--- src/hw/rtl/sai_pkg.sv ---
`default_nettype none

package sai_pkg;

	localparam int CAPACITY_DEF = 128;

	localparam int DATA_W = 32;
	localparam int FUNC_W = 2;
	localparam int STAT_W = 2;
	localparam int POS_W  = 7;
	localparam int CNT_W  = 8;
	localparam int CFG_W  = 8;

	localparam logic [FUNC_W-1:0] FN_INSERT = 2'd0;
	localparam logic [FUNC_W-1:0] FN_DELETE = 2'd1;
	localparam logic [FUNC_W-1:0] FN_FILL   = 2'd2;
	localparam logic [FUNC_W-1:0] FN_NOP    = 2'd3;

	localparam logic [STAT_W-1:0] ST_DONE      = 2'd0;
	localparam logic [STAT_W-1:0] ST_FULL      = 2'd1;
	localparam logic [STAT_W-1:0] ST_NOT_FOUND = 2'd2;

endpackage

`default_nettype wire

--- src/hw/rtl/sorted_array_insert_delete.sv ---
`default_nettype none

// Sorted array keeper: an ascending array of signed 32-bit entries in one
// single-port-write, registered-read memory, plus a live count. A command is
// taken when start is high and busy is low; its one result is shown on
// status/position/count for exactly one cycle with done high, and it cannot
// be held off. busy drops in that same cycle, so the next command may start
// there. The time from accept to done is set by the memory sweep (one entry
// per cycle, the read registered ahead of the write-back):
//   insert: walks down from the top to the insertion point, then places the
//           value; goes straight to placement into an empty array, no sweep if full;
//   delete: walks up the whole array, no sweep if count is 0;
//   fill:   writes n entries with n = min(fill_count, CAPACITY), none if n is 0;
//   no-op:  no sweep.
// fill_count is written through cfg_valid/cfg_ready while busy is low.
module sorted_array_insert_delete #(
	parameter int CAPACITY = sai_pkg::CAPACITY_DEF
) (
	input  wire logic                        clk,
	input  wire logic                        arst_n,
	input  wire logic                        start,
	output logic                             busy,
	input  wire logic [sai_pkg::FUNC_W-1:0]  func,
	input  wire logic [sai_pkg::DATA_W-1:0]  value,
	input  wire logic                        cfg_valid,
	output logic                             cfg_ready,
	input  wire logic [sai_pkg::CFG_W-1:0]   cfg_data,
	output logic                             done,
	output logic [sai_pkg::STAT_W-1:0]       status,
	output logic [sai_pkg::POS_W-1:0]        position,
	output logic [sai_pkg::CNT_W-1:0]        count
);
	import sai_pkg::*;

	localparam int AW = (CAPACITY > 1) ? $clog2(CAPACITY) : 1;
	localparam int CW = $clog2(CAPACITY + 1);

	typedef enum logic [2:0] {S_IDLE, S_FILL, S_INS, S_DEL, S_PUT} state_t;

	function automatic logic [POS_W-1:0] to_pos(input logic [AW-1:0] a);
		logic [31:0] w;
		w = 32'(a);
		return w[POS_W-1:0];
	endfunction

	function automatic logic [CNT_W-1:0] to_cnt(input logic [CW-1:0] c);
		logic [31:0] w;
		w = 32'(c);
		return w[CNT_W-1:0];
	endfunction

	state_t                  state_q;
	logic [CW-1:0]           cnt_q;
	logic [CFG_W-1:0]        fill_q;
	logic [DATA_W-1:0]       val_q;
	logic [AW-1:0]           ra_q;
	logic                    issue_q;
	logic                    found_q;
	logic [AW-1:0]           wpos_q;
	logic [AW-1:0]           fa_q;
	logic [CW-1:0]           n_q;
	logic                    rv_s1;
	logic [AW-1:0]           radr_s1;
	logic [DATA_W-1:0]       rdata_s1;
	logic                    done_q;
	logic [STAT_W-1:0]       status_q;
	logic [POS_W-1:0]        pos_q;
	logic [CNT_W-1:0]        res_cnt_q;

	logic [DATA_W-1:0]       mem [CAPACITY];

	logic                    rd_en;
	logic                    we;
	logic [AW-1:0]           wa;
	logic [DATA_W-1:0]       wd;
	logic                    gt;
	logic                    eq;
	logic [CW-1:0]           fill_n;
	logic                    del_last;

	assign busy      = (state_q != S_IDLE);
	assign cfg_ready = !busy;
	assign done      = done_q;
	assign status    = status_q;
	assign position  = pos_q;
	assign count     = res_cnt_q;

	assign rd_en    = issue_q && (state_q == S_INS || state_q == S_DEL);
	assign gt       = $signed(rdata_s1) > $signed(val_q);
	assign eq       = (rdata_s1 == val_q);
	assign del_last = (CW'(radr_s1) + CW'(1)) == cnt_q;

	always_comb begin
		if (32'(fill_q) > 32'(CAPACITY)) begin
			fill_n = CW'(CAPACITY);
		end else begin
			fill_n = CW'(fill_q);
		end
	end

	// single write port: fill sweep, shift moves and final placement
	always_comb begin
		we = 1'b0;
		wa = fa_q;
		wd = 32'(fa_q) + 32'd1;
		case (state_q)
			S_FILL: begin
				we = 1'b1;
			end
			S_INS: begin
				we = rv_s1 && gt;
				wa = radr_s1 + AW'(1);
				wd = rdata_s1;
			end
			S_DEL: begin
				we = rv_s1 && found_q;
				wa = radr_s1 - AW'(1);
				wd = rdata_s1;
			end
			S_PUT: begin
				we = 1'b1;
				wa = wpos_q;
				wd = val_q;
			end
			default: begin
				we = 1'b0;
			end
		endcase
	end

	always_ff @(posedge clk) begin
		if (we) begin
			mem[wa] <= wd;
		end
		if (rd_en) begin
			rdata_s1 <= mem[ra_q];
		end
		radr_s1 <= ra_q;
	end

	always_ff @(posedge clk or negedge arst_n) begin
		if (!arst_n) begin
			state_q   <= S_IDLE;
			cnt_q     <= '0;
			fill_q    <= '0;
			ra_q      <= '0;
			issue_q   <= 1'b0;
			found_q   <= 1'b0;
			wpos_q    <= '0;
			fa_q      <= '0;
			n_q       <= '0;
			rv_s1     <= 1'b0;
			done_q    <= 1'b0;
			status_q  <= ST_DONE;
			pos_q     <= '0;
			res_cnt_q <= '0;
			val_q     <= '0;
		end else begin
			done_q <= 1'b0;
			rv_s1  <= rd_en;
			if (cfg_valid && cfg_ready) begin
				fill_q <= cfg_data;
			end
			case (state_q)
				S_IDLE: begin
					if (start) begin
						val_q <= value;
						case (func)
							FN_FILL: begin
								if (fill_n == '0) begin
									cnt_q     <= '0;
									done_q    <= 1'b1;
									status_q  <= ST_DONE;
									pos_q     <= '0;
									res_cnt_q <= '0;
								end else begin
									n_q     <= fill_n;
									fa_q    <= '0;
									state_q <= S_FILL;
								end
							end
							FN_INSERT: begin
								if (cnt_q == CW'(CAPACITY)) begin
									done_q    <= 1'b1;
									status_q  <= ST_FULL;
									pos_q     <= '0;
									res_cnt_q <= to_cnt(cnt_q);
								end else if (cnt_q == '0) begin
									wpos_q  <= '0;
									state_q <= S_PUT;
								end else begin
									ra_q    <= AW'(cnt_q - CW'(1));
									issue_q <= 1'b1;
									state_q <= S_INS;
								end
							end
							FN_DELETE: begin
								if (cnt_q == '0) begin
									done_q    <= 1'b1;
									status_q  <= ST_NOT_FOUND;
									pos_q     <= '0;
									res_cnt_q <= '0;
								end else begin
									ra_q    <= '0;
									issue_q <= 1'b1;
									found_q <= 1'b0;
									state_q <= S_DEL;
								end
							end
							default: begin
								done_q    <= 1'b1;
								status_q  <= ST_DONE;
								pos_q     <= '0;
								res_cnt_q <= to_cnt(cnt_q);
							end
						endcase
					end
				end
				S_FILL: begin
					if ((CW'(fa_q) + CW'(1)) == n_q) begin
						cnt_q     <= n_q;
						done_q    <= 1'b1;
						status_q  <= ST_DONE;
						pos_q     <= '0;
						res_cnt_q <= to_cnt(n_q);
						state_q   <= S_IDLE;
					end else begin
						fa_q <= fa_q + AW'(1);
					end
				end
				S_INS: begin
					// walk down from the top; larger entries move up one slot
					if (rd_en) begin
						ra_q    <= ra_q - AW'(1);
						issue_q <= (ra_q != '0);
					end
					if (rv_s1) begin
						if (gt) begin
							if (radr_s1 == '0) begin
								wpos_q  <= '0;
								issue_q <= 1'b0;
								state_q <= S_PUT;
							end
						end else begin
							wpos_q  <= radr_s1 + AW'(1);
							issue_q <= 1'b0;
							state_q <= S_PUT;
						end
					end
				end
				S_PUT: begin
					cnt_q     <= cnt_q + CW'(1);
					done_q    <= 1'b1;
					status_q  <= ST_DONE;
					pos_q     <= to_pos(wpos_q);
					res_cnt_q <= to_cnt(cnt_q + CW'(1));
					state_q   <= S_IDLE;
				end
				S_DEL: begin
					// walk up; after the match each entry moves down one slot
					if (rd_en) begin
						ra_q    <= ra_q + AW'(1);
						issue_q <= (CW'(ra_q) + CW'(1)) != cnt_q;
					end
					if (rv_s1) begin
						if (!found_q && eq) begin
							found_q <= 1'b1;
							wpos_q  <= radr_s1;
						end
						if (del_last) begin
							state_q <= S_IDLE;
							done_q  <= 1'b1;
							if (found_q || eq) begin
								cnt_q     <= cnt_q - CW'(1);
								status_q  <= ST_DONE;
								pos_q     <= found_q ? to_pos(wpos_q) : to_pos(radr_s1);
								res_cnt_q <= to_cnt(cnt_q - CW'(1));
							end else begin
								status_q  <= ST_NOT_FOUND;
								pos_q     <= '0;
								res_cnt_q <= to_cnt(cnt_q);
							end
						end
					end
				end
				default: begin
					state_q <= S_IDLE;
				end
			endcase
		end
	end

endmodule

`default_nettype wire

--- config.mk ---
export PLATFORM = sky130hd
export DESIGN_NAME = sorted_array_insert_delete
export DESIGN_NICKNAME = d
export VERILOG_FILES = /design/src/hw/rtl/sai_pkg.sv /design/src/hw/rtl/sorted_array_insert_delete.sv
export SDC_FILE = /design/constraint.sdc
export NUM_CORES = 2
export LEC_CHECK = 0
export ABC_CLOCK_PERIOD_IN_PS = 10700
export BUFFER_PORTS_ARGS = -buffer_cell sky130_fd_sc_hd__buf_2
export CORE_MARGIN = 3
export CORE_UTILIZATION = 35
export DETAILED_ROUTE_END_ITERATION = 8
export GPL_TIMING_DRIVEN = 0
export RECOVER_POWER = 25
export SYNTH_ARGS = -nofsm -noshare
export SYNTH_HDL_FRONTEND = slang
export SYNTH_SLANG_ARGS = --single-unit
--- constraint.sdc ---
create_clock -name clk -period 10.7 [get_ports clk]
set_clock_uncertainty 0.05 [all_clocks]
set_input_delay 2.14 -clock clk [delete_from_list [all_inputs] [get_ports clk]]
set_output_delay 2.14 -clock clk [all_outputs]
set_load 0.05 [all_outputs]
# Word level (Yosys, flattened, before mapping)
# Memory sizes are Yosys's and may differ from the RTL's. A register that Yosys moved wholly into a read port is not among the register bits.
# Index checks and enable logic that the tools add are counted.
dict set report totals {
  reg_bits 108
  memories 1
  word_cells 201
  inputBits 46
  out_inout_bits 20
  ram_bits 4096
}
# memory depth word_bits read_ports rd_clocked_by_memory_dff wr line_no
set memory_table {}
lappend memory_table {mem 128 32 1 1 1 sorted_array_insert_delete.sv:70} ;# logic [DATA_W-1:0] mem [CAPACITY];
dict set report op_classes {
  muxes 100
  bitwise_logic 1
  add_sub_neg 11
  reduce_logical 32
  eq_ne 38
  order_cmp 2
}
# cell count
set op_table {}
lappend op_table {{two-way mux 7 bit} 27}
lappend op_table {{two-way mux 8 bit} 11}
lappend op_table {{one-hot mux 7 bit (3 select lines)} 4}
lappend op_table {{one-hot mux 32 bit (2 select lines)} 1}
lappend op_table {{one-hot mux 8 bit (4 select lines)} 2}
lappend op_table {{two-way mux 3 bit} 11}
lappend op_table {{adder 7 x 1 -> 8 bit (second input constant)} 4}
lappend op_table {{== test 32 bit} 1}
lappend op_table {{> comparator 32 bit} 1}
lappend op_table {{one-hot mux 7 bit (2 select lines)} 2}
lappend op_table {{one-hot mux 7 bit (4 select lines)} 1}
lappend op_table {{inequality test 2 bit (second input constant)} 13}
lappend op_table {{one-hot mux 8 bit (3 select lines)} 1}
lappend op_table {{two-way mux 1 bit} 22}
lappend op_table {{adder 7 x 1 -> 7 bit (second input constant)} 3}
lappend op_table {{inequality test 3 bit (second input constant)} 7}
lappend op_table {{== test 8 bit} 2}
lappend op_table {{logical NOT 8 bit} 2}
lappend op_table {{two-way mux 2 bit} 8}
lappend op_table {{AND reduction 8 bit} 2}
lappend op_table {{subtractor 7 x 1 -> 7 bit (second input constant)} 2}
lappend op_table {{one-hot mux 3 bit (4 select lines)} 1}
lappend op_table {{AND reduction 10 bit} 1}
lappend op_table {{AND reduction 5 bit} 2}
lappend op_table {{37 further kinds} 53}

# Longest topological paths before layout
dict set report depth {
  ltp_word 8
  mapped_depth 14
  mapped_depth_nobuf 12
}

# Worst setup path after synthesis
# OpenSTA, ideal clock, no wires.
dict set report synth_path {
  kind {reg2reg}
  startpoint {register state_q[1]}
  endpoint {memory mem[0][10] (data pin)}
  setup_slack_ps 3112
  stages_incl_launch_ff 7
  n_path_buf 3
  t_arrival_ps 6341
  period_less_slack_ps 7588
  setup_ps 1197
  t_required_ps 9453
  cell_sequence {dfrtp_1 clkbuf_1 nor2_1 nand2_1 clkbuf_1 clkbuf_1 o21ai_0}
}
dict set report synth_between {
  elab_chain_cells 3
  elab_cells_between_ends 5
  cone_classes {3 x eq/ne; 1 x mux; 1 x reduce/logical}
}
# item line_no
set synth_lines {}
lappend synth_lines {{start, declared} sorted_array_insert_delete.sv:52} ;# state_t state_q;
lappend synth_lines {{start signal, assigned} sorted_array_insert_delete.sv:143} ;# state_q <= S_IDLE;
lappend synth_lines {{start signal, assigned} sorted_array_insert_delete.sv:179} ;# state_q <= S_FILL;
lappend synth_lines {{start signal, assigned} sorted_array_insert_delete.sv:190} ;# state_q <= S_PUT;
lappend synth_lines {{== test 3 x 2 -> 1 bit} sorted_array_insert_delete.sv:106} ;# case (state_q)
lappend synth_lines {{OR reduction 2 bit (no source line)} --}
lappend synth_lines {{one-hot mux 32 bit (2 select lines) (*)} sorted_array_insert_delete.sv:106}
lappend synth_lines {{net wd[10]} sorted_array_insert_delete.sv:75} ;# logic [DATA_W-1:0] wd;
lappend synth_lines {{end, declared} sorted_array_insert_delete.sv:70}
# Mark *: on every way through the listed nets, which the timed path passes. The rest lies on a longest branch.

# Worst setup path in the final report
dict set report layout_path {
  startpoint {register state_q[1]}
  endpoint {memory mem[112][30] (data pin)}
}
# Same word-level chain as after synthesis.

==> results.sh <==
export IMPL_path_clk_slew_ns=0.07
export IMPL_status="complete, but fails checks"
export IMPL_max_stage_delay_ns=1.59
export IMPL_dpl_worst_slack_ns=3.844
export IMPL_grt_overflow_total=0
export IMPL_yosysUniqueCellTypes=68
export IMPL_yosysTopAreaCellShare=0.7534
export IMPL_cts_buffers=408
export IMPL_min_path_type="reg -> reg"
export IMPL_slew_violations=2116
export IMPL_grt_max_degree=93
export IMPL_ys_flop_type="edfxtp_1"
export IMPL_violations="max-capacitance violations, max-slew violations"
export IMPL_dp_final_hpwl_mm=389.2
export IMPL_rsz0062_at_grt="false"
export IMPL_worstPathArrival_ns=8.67
export IMPL_clockBufferDepth=4
export IMPL_power_density_nw_per_um2=172.8
export IMPL_peakVddDrop_uv=141.9
export IMPL_rows=251
export IMPL_crit_chain="clkbuf_1, inv_1, clkbuf_1, nor2_1, clkbuf_1, clkbuf_1, nand2_1, o21ai_0, clkbuf_1, clkbuf_1, clkbuf_1"
export IMPL_clockRootBuffer="clkbuf_16"
export IMPL_synth_edf_count=4128
export IMPL_synth_area_leaders="edfxtp_1 (75%), mux4_2 (17%), dfrtp_1 (1.5%)"
export IMPL_portBuffers=65
export IMPL_p_comb_frac=0.034
export IMPL_syn_inst=7133
export IMPL_switchingPower_mw=7.177
export IMPL_grt_use_total=0.2307
export IMPL_cts_hold_buf=0
export IMPL_synth_seq_cells=4236
export IMPL_total_power_mw=33.44
export IMPL_ios=66
export IMPL_start_util=0.3516
export IMPL_drive_above_1_share=0.3024
export IMPL_antenna_found_initial=52
export IMPL_worstPathMaxFanout=45
export IMPL_vias=87327
export IMPL_tightest_slew_ns=4.274
export IMPL_worst_path_most_repeated_cell="clkbuf_1"
export IMPL_netlist_area_um2=164500
export IMPL_drt_iter0_drc=15425
export IMPL_firstDrtPassIters=9
export IMPL_cts_sinks=4236
export IMPL_area_delta_synth_final_pct=17.58
export IMPL_switching_share=0.2146
export IMPL_viasPerCell=6.021
export IMPL_worstSetupPathType="reg -> reg"
export IMPL_pwr_share_clk=0.430
export IMPL_core_area_um2=467900
export IMPL_seq_power_share=0.536
export IMPL_die_h_um=691.6
export IMPL_grt_pass1_vias=84722
export IMPL_syn_area_per_cell_um2=23.07
export IMPL_tns_ns=0
export IMPL_wire_per_inst_um=38.81
export IMPL_nets=8042
export IMPL_hold_viol_final=0
export IMPL_syn_num_nets=7230
export IMPL_finalSetupViolations=0
export IMPL_relSlewSlack=-1.850
export IMPL_gp_congestion=0.9363
export IMPL_async_reset_ff_frac=0.02384
export IMPL_fillers=39944
export IMPL_postRouteWirelength_mm=562.8
export IMPL_timing_hold_ws_ns=0.3249
export IMPL_drt_antenna_violating_nets=0
export IMPL_cp_slowest_cell="clkbuf_1"
export IMPL_drc=0
export IMPL_crit_path_start_kind="register"
export IMPL_clk_latency_ns=1.04
export IMPL_cts_setup_buffers=0
export IMPL_ys_warn_count=0
export IMPL_fin_crit_sh=0.7666
export IMPL_yosys_area_top_type="edfxtp_1"
export IMPL_min_period_ns=8.203
export IMPL_worst_setup_path_end_kind="register"
export IMPL_dieArea_um2=478400
export IMPL_layout_setup_ws_ns=2.497
export IMPL_htreeDepth=5
export IMPL_die_x_um=691.6
export IMPL_cap_violations=70
export IMPL_p_int_mw=26.26
export IMPL_grt_pass1_wl_mm=750.5
export IMPL_cp_required_ns=11.17
export IMPL_ctsResizeCount=0
export IMPL_fmax_mhz=121.9
export IMPL_p_leak_nw=50.45
export IMPL_synth_seq_area_share=0.7696
export IMPL_cts_tree="built"
-- path summary, 6_finish.rpt --
| check | startpoint | endpoint | slack, ns | depth (start not counted) |
|---|---|---|---|---|
| worst min register to register | ra_q[6] | radr_s1[6] | 0.32 | 0 |
| worst min-delay path | ra_q[6] | radr_s1[6] | 0.32 | 0 |
| worst max-delay path | state_q[1] | mem[112][30] | 2.50 | 11 |
| max in group asynchronous | arst_n | val_q[25] | 4.71 | 2 |
| min in group asynchronous | arst_n | count[0] | 2.01 | 1 |
| worst max register to register | state_q[1] | mem[112][30] | 2.50 | 11 |
-- per-layer routing --
layer | up-vias | part of all wire | track usage
li1 | 32096 | - | -
met1 | 47088 | 0.36 | 0.3032
met2 | 6666 | 0.44 | 0.3467
met3 | 1457 | 0.13 | 0.07241
met4 | 20 | 0.062 | 0.1155
met5 | - | 0.00051 | 0.002300
-- through the flow --
stage | utilization | std cells | instance area, um^2
after floorplan | - | 7133 | 164500
after CTS | 0.4154 | 14480 | 194400
final | 0.4134 | 14504 | 193500
after detailed placement | 0.3873 | 13730 | 181200
after global routing | 0.4133 | 14486 | 193400
after global placement | 0.3689 | 13396 | 172600
-- cells by family (layout without fill, tap and decap cells) --
group | after synthesis | in the layout | synth area share
other | 0 | 21 | 0
AO/OA/AOI/OAI | 420 | 420 | 0.01611
buffers and inverters | 457 | 1609 | 0.01214
multiplexers | 1401 | 1401 | 0.1811
AND/OR/NAND/NOR | 514 | 514 | 0.01365
flip-flops | 4236 | 4236 | 0.7696
adder cells (fa/ha/maj) | 51 | 51 | 0.003924
XOR/XNOR | 54 | 54 | 0.003468
-- flip-flops by register name, indices dropped and copies added, names as in the netlist, 7 cells and up --
name / count
cnt_q: 8
count: 8
fa_q: 7
fill_q: 8
mem: 4096
n_q: 8
position: 7
ra_q: 7
radr_s1: 7
rdata_s1: 32
val_q: 32
wpos_q: 7
-- worst max-delay path: cells and delay by family, from the launching register on --
kind | cells | cell delay [ns]
buf+inv | 8 | 6.34
simple gates | 2 | 0.51
compound gates | 1 | 0.39
flops | 1 | 0.32
-- synth_stat cells (all sizes together) (21+ instances only) --
library cell	instances
xnor2	31
clkbuf	189
nand2b	21
mux4	1257
edfxtp	4128
a21oi	89
buf	207
mux2	37
inv	60
nor2	196
nand2	170
mux2i	107
o21ai	146
o221ai	30
dfrtp	101
ha	50
nand3	44
a22oi	31
o22ai	26
-- layout by cell type, fill, tap and decap left out, types with 36 or more instances in the layout --
| cell type | instances |
|---|---|
| o21ai_0 | 138 |
| nand3_1 | 44 |
| mux2_2 | 36 |
| mux2i_1 | 107 |
| buf_4 | 43 |
| edfxtp_1 | 4128 |
| clkbuf_16 | 411 |
| buf_2 | 150 |
| clkinv_1 | 100 |
| nand2_1 | 170 |
| buf_12 | 219 |
| dfrtp_1 | 101 |
| clkinv_2 | 64 |
| clkbuf_1 | 328 |
| ha_1 | 50 |
| nor2_4 | 128 |
| buf_16 | 74 |
| inv_1 | 59 |
| bufinv_16 | 37 |
| buf_1 | 50 |
| nor2_1 | 68 |
| mux4_2 | 1257 |
| a21oi_1 | 89 |
-- final cells by class --
type                    count  area (um^2)  share of cell area
flip-flops and latches   4236       126600              0.6545
clock buffers             505        10640             0.05499
plain buffers             396         1807            0.009339
multi-input cells        2440        36950              0.1910
repair buffers            402         6910             0.03572
diodes                     21        52.55           0.0002716
inverters                  61        229.0            0.001184
clock inverters           245         2495             0.01290
well taps                6198         7755             0.04009
-- power by group through the flow --
stage	combinational [mW]	sequential [mW]	clock (mW)
global route	1.15	17.9	15.1
finish	1.14	17.9	14.4
global placement	1.10	18.3	0
floorplan	0.595	18.3	0
CTS	1.12	17.9	14.5
detailed placement	1.12	18.3	0
Power figures use the tool's default switching activity.
